--- config.mk ---
export PLATFORM = sky130hd
export DESIGN_NAME = dhsu_ram
export DESIGN_NICKNAME = d
export VERILOG_FILES = /design/src/design/dhsu_ram.sv
export SDC_FILE = /design/constraint.sdc
export NUM_CORES = 1
export LEC_CHECK = 0
export BUFFER_PORTS_ARGS = -buffer_cell sky130_fd_sc_hd__clkbuf_2
export CORE_AREA = 2 2 117 108
export CTS_CLUSTER_DIAMETER = 50
export DETAILED_ROUTE_END_ITERATION = 8
export DIE_AREA = 0 0 119 110
export REMOVE_ABC_BUFFERS = 1
export SYNTH_ARGS = -nofsm -noshare
export SYNTH_HDL_FRONTEND = slang
export SYNTH_SLANG_ARGS = --single-unit
--- constraint.sdc ---
create_clock -name clock -period 1.9 [get_ports clock]
set_input_delay 0.38 -clock clock [delete_from_list [all_inputs] [get_ports clock]]
set_output_delay 0.38 -clock clock [all_outputs]
set_load 0.05 [all_outputs]
--- src/design/dhsu_ram.sv ---
// Generic single-write, single-read RAM with registered read data.
module dhsu_ram #(
   parameter int WIDTH = 8,
   parameter int DEPTH = 16
) (
   input  logic                     clock,
   input  logic                     wr_en,
   input  logic [$clog2(DEPTH)-1:0] wr_addr,
   input  logic [WIDTH-1:0]         wr_data,
   input  logic                     rd_en,
   input  logic [$clog2(DEPTH)-1:0] rd_addr,
   output logic [WIDTH-1:0]         rd_data
);
   logic [WIDTH-1:0] mem_ff [DEPTH];
   logic [WIDTH-1:0] rd_data_ff;

   always_ff @(posedge clock) begin
      if (wr_en) begin
         mem_ff[wr_addr] <= wr_data;
      end
      if (rd_en) begin
         rd_data_ff <= mem_ff[rd_addr];
      end
   end

   assign rd_data = rd_data_ff;
endmodule

# After elaboration in Yosys (flattened, before gate mapping)
# Memory sizes are Yosys's and may differ from the RTL's. A register that Yosys moved wholly into a read port is not among the register bits.
# Cells that the tools add are included.
word_totals:
  register_bits: 0
  out_inout_bits: 8
  ram_bits: 128
  mem_count: 1
  in_bits: 19
  word_cells: 3
op_classes:
  mux: 2
memory_table:
  columns: ["memory", "words", "width", "rd", "rd_ports_with_merged_regs", "write_ports", "line", "rtl"]
  rows:
  - ["mem_ff", 16, 8, 1, 1, 1, "14", "logic [WIDTH-1:0] mem_ff [DEPTH];"]
ops:
  columns: ["operator", "n"]
  rows:
  - ["1-bit two-way mux", 2]

# Depth between registers and ports, before layout
# Gate-level depths: netlist of the first run.
depth:
  depth_word: 2
  depth_mapped: 5
  depth_no_buf: 3

# Worst setup path before layout of the first run
# No wires, ideal clock.
synth_path:
  path_type: "input to register"
  startpoint: "input wr_addr[2]"
  endpoint: "memory mem_ff[0][0], enable pin"
  cell_stages: 2
  path_slack_ns: 0.027
  t_required_ns: 1.517
  arrival_ns: 1.490
  path_buffers: 0
  setup_ns: 0.383
  cell_sequence: "or3b_2 nor3_1"
synth_lines:
  columns: ["element", "line", "rtl"]
  rows:
  - ["start: declaration", "8", "input logic [$clog2(DEPTH)-1:0] wr_addr,"]
  - ["end: declaration", "14", null]
# Straight into the memory's write port.

==> load_flow_metrics.sql, run 1 <==
INSERT INTO impl_metrics (metric_group, metric, value, unit) VALUES
('clock_tree', 'tritoncts', 'yes', ''),
('clock_tree', 'cts-root-buf', 'clkbuf_16', ''),
('yosys', 'seq_area_frac_synth', '78.1', '%'),
('sta', 'slew_headroom', '75.8', '%'),
('hold_path', 'min_delay_path_depth', '1', ''),
('critical_path', 'worst_setup_path_end_kind', 'register', ''),
('sta', 'max_slew.worst_pin.slew', '0.363', 'ns'),
('yosys', 'syn_area_per_cell', '22.8', 'um2'),
('yosys', 'synthFlopType', 'edfxtp_1', ''),
('die', 'start_util', '44.2', '%'),
('critical_path', 'timing.reg2reg.setup_slack', '0.40', 'ns'),
('sta', 'timing.final.crit_period', '1.57', 'ns'),
('routing', 'dr.pass1.iters', '4', ''),
('yosys', 'mux_share_of_post_synthesis_cell_area', '14.8', '%'),
('finish', 'fillerInstances', '921', ''),
('yosys', 'ys_warn_count', '0', ''),
('global_route', 'maximum_number_of_pins_on_one_net_before_global_route_repair', '30', ''),
('place', 'place.gp.congestion', '0.708', ''),
('routing', 'drt_first_iter_violations', '155', ''),
('finish', 'insertedDiodeCount', '0', ''),
('critical_path', 'crit_arrival', '1.71', 'ns'),
('global_route', 'number_of_global_route_vias_before_repair', '2684', ''),
('global_route', 'groute.layer.met1.usage', '20.9', '%'),
('sta', 'hold_violations_final', '0', ''),
('die', 'die-width', '119', 'um'),
('yosys', 'synth_top_family_by_area', 'multiplexers', ''),
('sta', 'timing.final.max_slew_violations', '0', ''),
('sta', 'setup-tns-final', '0', 'ns'),
('die', 'chip_height', '110', 'um'),
('global_route', 'grt_overflow_total', '0', ''),
('clock_tree', 'clk_pin_slew_worst_paths', '0.06', 'ns'),
('critical_path', 'critical_path.reg2reg.startpoint', 'mem_ff[9][5]', ''),
('place', 'port_buffers', '26', ''),
('yosys', 'synth.top_cell.area_share', '78.1', '%'),
('global_route', 'grt_first_pass_wirelength', '14800', 'um'),
('sta', 'rsz_0062_raised_after_global_routing', 'false', ''),
('clock_tree', 'postCtsSetupRepairBufs', '0', ''),
('routing', 'drt-vias-per-instance', '5.36', ''),
('finish', 'finish.net_count', '309', ''),
('clock_tree', 'post_cts_hold_buffer_count', '0', ''),
('global_route', 'grt_busiest_layer', 'met2', ''),
('die', 'rows', '38', ''),
('clock_tree', 'clock_insertion_delay_worst_skew', '0.41', 'ns'),
('yosys', 'adder_and_majority_gate_portion_of_the_synthesized_area', '0', '%'),
('die', 'floorplan.core_area', '11800', 'um2'),
('finish', 'areaGrowthSynthToFinish', '20.8', '%'),
('routing', 'dr_total_vias', '2482', ''),
('power_and_ir_drop', 'p_per_area', '1130', 'nW/um2'),
('clock_tree', 'numClockSinks', '136', ''),
('outcome', 'status', 'finished clean', ''),
('die', 'dieArea', '13100', 'um2'),
('run', 'max_cap_violations', '0', ''),
('yosys', 'yosys.area_share.xor_xnor', '0', '%'),
('clock_tree', 'cts_htree_levels', '4', ''),
('routing', 'antenna_violating_nets_post_route', '0', ''),
('sta', 'layout_worst_path_cycle_share', '82.5', '%'),
('place', 'post_dp_cell_area', '5700', 'um2'),
('clock_tree', 'cts.path.max_buffers', '2', ''),
('critical_path', 'critical_path_required', '2.04', 'ns'),
('finish', 'layout.cell_area.non_filler', '6320', 'um2'),
('sta', 'worst_clock_skew', '0.00504', 'ns'),
('global_route', 'globalRouteMet3Util', '4.63', '%'),
('global_route', 'grt_usage', '15.9', '%'),
('critical_path', 'timing_worst_setup_path_type', 'input port to register', ''),
('sta', 'fmax', '0.638', 'GHz'),
('global_route', 'antenna_violations_before_repair', '0', ''),
('yosys', 'netlist.top_cell.by_area', 'edfxtp_1', ''),
('yosys', 'netlist_area', '5230', 'um2'),
('routing', 'remaining_drc_errors', '0', ''),
('yosys', 'synthCells', '229', ''),
('routing', 'drt_wl_total', '9460', 'um');
==> layout by cell type (no fill, tap or decap), drive strengths merged <==
cell type | netlist | layout
nand3b | 2 | 2
nor2b | 1 | 1
nor2 | 13 | 13
bufinv | 0 | 4
nand3 | 1 | 1
buf | 7 | 26
edfxtp | 136 | 136
mux4 | 32 | 32
nand2 | 9 | 9
clkinv | 0 | 3
nor3 | 4 | 4
clkinvlp | 0 | 6
or3b | 1 | 1
clkbuf | 0 | 45
and2 | 1 | 1
nand2b | 2 | 2
a22oi | 16 | 16
and2b | 1 | 1
==> logic make-up (layout without fill, tap and decap cells) <==
family                 after synthesis  in the layout
DFF                                136            136
and+or+nand+nor                     35             35
muxes                               32             32
AOI/OAI and AO/OA                   16             16
buffers and inverters               10             84
==> metal layers <==
metal	wire length (um)	vias to the layer above	share of wire [%]
li1	-	1108	-
met2	4640	57	49
met4	140	0	1.5
met5	0	-	0
met3	391	11	4.1
met1	4290	1306	45
==> area by class of cell <==
type / count / area share (%)
flip-flops and latches: 136 / 64.7
multi-input cells: 83 / 16.7
clock buffers: 19 / 6.85
repair buffers: 52 / 5.74
well taps: 160 / 3.17
clock inverters: 13 / 2.83
==> metrics by stage <==
stage               power [mW]  utilization, %  hold WS, ns  setup slack [ns]  std cells
finish                    7.12            53.4        0.367             0.333        463
global route              7.34            53.4        0.384             0.260        463
CTS                       7.17            53.4        0.365             0.319        463
detailed placement        3.84            48.2        0.762            -0.117        431
global placement          3.82            48.2        0.738           -0.0980        431
floorplan                 3.64               -        0.479            0.0271        219
==> how the worst max path moves through the flow <==
stage / from / slack, ns / depth (start not counted) / end
floorplan: wr_addr[2] / 0.03 / 2 / mem_ff[0][0]
global placement: rd_addr[0] / -0.1 / 6 / rd_data[5]
detailed placement: rd_addr[0] / -0.12 / 6 / rd_data[5]
CTS: rd_addr[0] / 0.32 / 6 / rd_data[5]
global route: rd_addr[0] / 0.26 / 6 / rd_data[2]
finish: rd_addr[0] / 0.33 / 6 / rd_data[5]
==> critical path, cell delays in order <==
cell      delay [ns]
clkbuf_2        0.16
buf_12          0.21
buf_4           0.14
mux4_2          0.50
a22oi_1         0.22
nand2_1         0.11
==> flip-flops by register name, summed over array words and instances, names as in the netlist <==
register and flops:
mem_ff 128, rd_data 8
==> report_power, final <==
group          internal [mW]  switching (mW)
combinational          0.144           0.223
clock                   2.18            1.17
sequential              3.38          0.0169
Power figures use the tool's default switching activity.
==> inputs of run 2 (changes only) <==
==> constraint.sdc (replaced) <==
create_clock -name clock -period 1.4 [get_ports clock]
set_input_delay 0.28 -clock clock [delete_from_list [all_inputs] [get_ports clock]]
set_output_delay 0.28 -clock clock [all_outputs]
set_load 0.05 [all_outputs]
==> run 2 against run 1 <==
Effect of this change:
- register-to-register slack worse by 0.38 ns
- critical path depth decreased by 3
- cell count increased by 2.4%
- via count is 1.2% higher
- sequential cell count did not move
- worst setup slack got worse by 0.31 ns
- highest routed layer unchanged
==> load_flow_metrics.sql, run 2 (synthesis results as in run 1) <==
INSERT INTO impl_metrics (metric_group, metric, value, unit) VALUES
('critical_path', 'worst-path-buf-inv', '0', ''),
('finish', 'most_flop_heavy_register', 'mem_ff', ''),
('sta', 'rsz_0062_raised_after_global_routing', 'true', ''),
('place', 'pre_cts_ws', '-0.470', 'ns'),
('routing', 'dr.pass1.iters', '4', ''),
('routing', 'drt_first_iter_violations', '227', ''),
('finish', 'post_route_cells_drive_above_1_share', '44.3', '%'),
('finish', 'largest_register_ff_count', '128', ''),
('power_and_ir_drop', 'power.leakage', '2.17', 'nW'),
('sta', 'timing.final.ws_setup', '0.0241', 'ns'),
('routing', 'drt-vias-per-instance', '5.30', ''),
('global_route', 'globalRouteMet3Util', '3.70', '%'),
('critical_path', 'number_of_stages_on_the_worst_setup_path', '3', ''),
('die', 'die-width', '119', 'um'),
('hold_path', 'min-delay-path-class', 'input port to register', ''),
('finish', 'layout.cells.most_common_list', '136 x edfxtp_1, 31 x mux4_2, 30 x buf_4', ''),
('finish', 'finish.cell_count_without_fillers', '474', ''),
('die', 'dieArea', '13100', 'um2'),
('routing', 'drt_wl_total', '9780', 'um'),
('die', 'chip_height', '110', 'um'),
('sta', 'setup-tns-final', '0', 'ns'),
('global_route', 'groute.layer.met1.usage', '21.4', '%'),
('clock_tree', 'cts-root-buf', 'clkbuf_16', ''),
('sta', 'max_slew.worst_pin.slew', '0.887', 'ns'),
('sta', 'timing.final.crit_period', '1.38', 'ns'),
('clock_tree', 'tritoncts', 'yes', ''),
('critical_path', 'crit_path_cell_trace', 'mux4_2 -> a22oi_2 -> nand2_1', ''),
('clock_tree', 'cts.path.max_buffers', '2', ''),
('power_and_ir_drop', 'p_per_area', '1490', 'nW/um2'),
('critical_path', 'timing_worst_setup_path_type', 'register to register', ''),
('finish', 'layout.cell_area.non_filler', '6460', 'um2'),
('critical_path', 'cp_top_family', 'multiplexers', ''),
('critical_path', 'critical_path_required', '1.54', 'ns'),
('power_and_ir_drop', 'net-switching-power', '1.97', 'mW'),
('sta', 'slew_headroom', '40.6', '%'),
('power_and_ir_drop', 'share_clk_of_total_power', '46.0', '%'),
('place', 'post_dp_cell_area', '5790', 'um2'),
('sta', 'timing.final.max_slew_violations', '0', ''),
('routing', 'remaining_drc_errors', '0', ''),
('global_route', 'number_of_global_route_vias_before_repair', '2707', ''),
('global_route', 'grtUsageMet2', '27.4', '%'),
('critical_path', 'setup.worst_path.start_class', 'register', ''),
('sta', 'worst_clock_skew', '0.00698', 'ns'),
('sta', 'timing.final.setup_violations', '0', ''),
('sta', 'fmax', '0.727', 'GHz'),
('critical_path', 'max_fanout_on_critical_path', '1', ''),
('clock_tree', 'cts_htree_levels', '4', ''),
('critical_path', 'crit_arrival', '1.52', 'ns'),
('critical_path', 'max_stage_delay', '0.52', 'ns'),
('power_and_ir_drop', 'irDropWorstVdd', '0.685', 'mV'),
('clock_tree', 'num_cts_buffers', '17', ''),
('routing', 'detail_route.wl_per_cell', '20.6', 'um'),
('global_route', 'grt_first_pass_wirelength', '15300', 'um'),
('sta', 'hold_violations_final', '0', ''),
('place', 'hpwl', '6640', 'um'),
('global_route', 'grt_busiest_layer', 'met2', ''),
('place', 'port_buffers', '26', ''),
('die', 'io_pins', '27', ''),
('routing', 'antenna_violating_nets_post_route', '0', ''),
('global_route', 'maximum_number_of_pins_on_one_net_before_global_route_repair', '17', ''),
('power_and_ir_drop', 'swShare', '20.5', '%'),
('global_route', 'antenna_violations_before_repair', '0', ''),
('clock_tree', 'numClockSinks', '136', ''),
('place', 'place_inst', '437', ''),
('hold_path', 'min_delay_path_depth', '1', ''),
('finish', 'finish.net_count', '320', ''),
('routing', 'dr_total_vias', '2511', ''),
('power_and_ir_drop', 'seq_power_share', '48.0', '%'),
('finish', 'layout.cells.most_common', 'edfxtp_1', ''),
('outcome', 'status', 'finished clean', ''),
('clock_tree', 'clock_insertion_delay_worst_skew', '0.40', 'ns'),
('global_route', 'grt_usage', '16.5', '%'),
('finish', 'areaGrowthSynthToFinish', '23.5', '%'),
('sta', 'layout_worst_path_cycle_share', '98.3', '%'),
('finish', 'insertedDiodeCount', '0', ''),
('critical_path', 'reg2regPathDepth', '3', ''),
('power_and_ir_drop', 'comb_power_share', '5.9', '%'),
('die', 'start_util', '44.2', '%'),
('clock_tree', 'clk_pin_slew_worst_paths', '0.06', 'ns'),
('place', 'place.gp.congestion', '0.744', ''),
('critical_path', 'critical_path.slowest_cell', 'mux4_2', ''),
('power_and_ir_drop', 'cell_int_power', '7.64', 'mW'),
('die', 'rows', '38', ''),
('die', 'floorplan.core_area', '11800', 'um2'),
('critical_path', 'worst_setup_path_end_kind', 'register', ''),
('run', 'max_cap_violations', '0', ''),
('global_route', 'grt_overflow_total', '0', '');
==> run 2: final timing paths <==
check,startpoint,end,slack (ns)
hold reg to reg,mem_ff[12][2],rd_data[2],0.76
hold / removal,wr_data[2],mem_ff[6][2],0.29
setup reg to reg,mem_ff[7][3],rd_data[3],0.02
setup / recovery,mem_ff[7][3],rd_data[3],0.02
==> run 2: power by group through the flow <==
stage,sequential [mW],clock [mW],combinational [mW]
after floorplan,4.76,0,0.183
after global placement,4.70,0,0.525
after detailed placement,4.70,0,0.532
after CTS,4.62,4.50,0.567
after global routing,4.62,4.69,0.617
final,4.62,4.43,0.571
==> run 2: metrics by stage <==
stage | power (mW) | hold slack [ns] | utilization [%]
floorplan | 4.94 | 0.379 | -
global placement | 5.22 | 0.707 | 48.9
detailed placement | 5.23 | 0.715 | 48.9
CTS | 9.68 | 0.288 | 54.5
global route | 9.93 | 0.298 | 54.5
finish | 9.62 | 0.291 | 54.5
==> run 2: layout make-up <==
| cell class | instances | area (um2) |
|---|---|---|
| clock buffer | 18 | 429 |
| clock inverter | 14 | 174 |
| fill | 921 | 5380 |
| multi-input combinational | 83 | 1070 |
| sequential | 136 | 4080 |
| tap | 160 | 200 |
| timing repair buffer | 63 | 495 |
==> run 2: metal layers <==
| metal | wire length, um | vias up |
|---|---|---|
| li1 | - | 1110 |
| met1 | 4200 | 1319 |
| met2 | 4960 | 74 |
| met3 | 511 | 8 |
| met4 | 106 | 0 |
| met5 | 0 | - |
==> run 2: what timing repair did <==
action                                  CTS  global route
pin swaps                                 3            12
endpoints found under the setup margin    7            10
hold buffers                              0             0
gates resized for setup                  14            14
setup buffers                             5             0
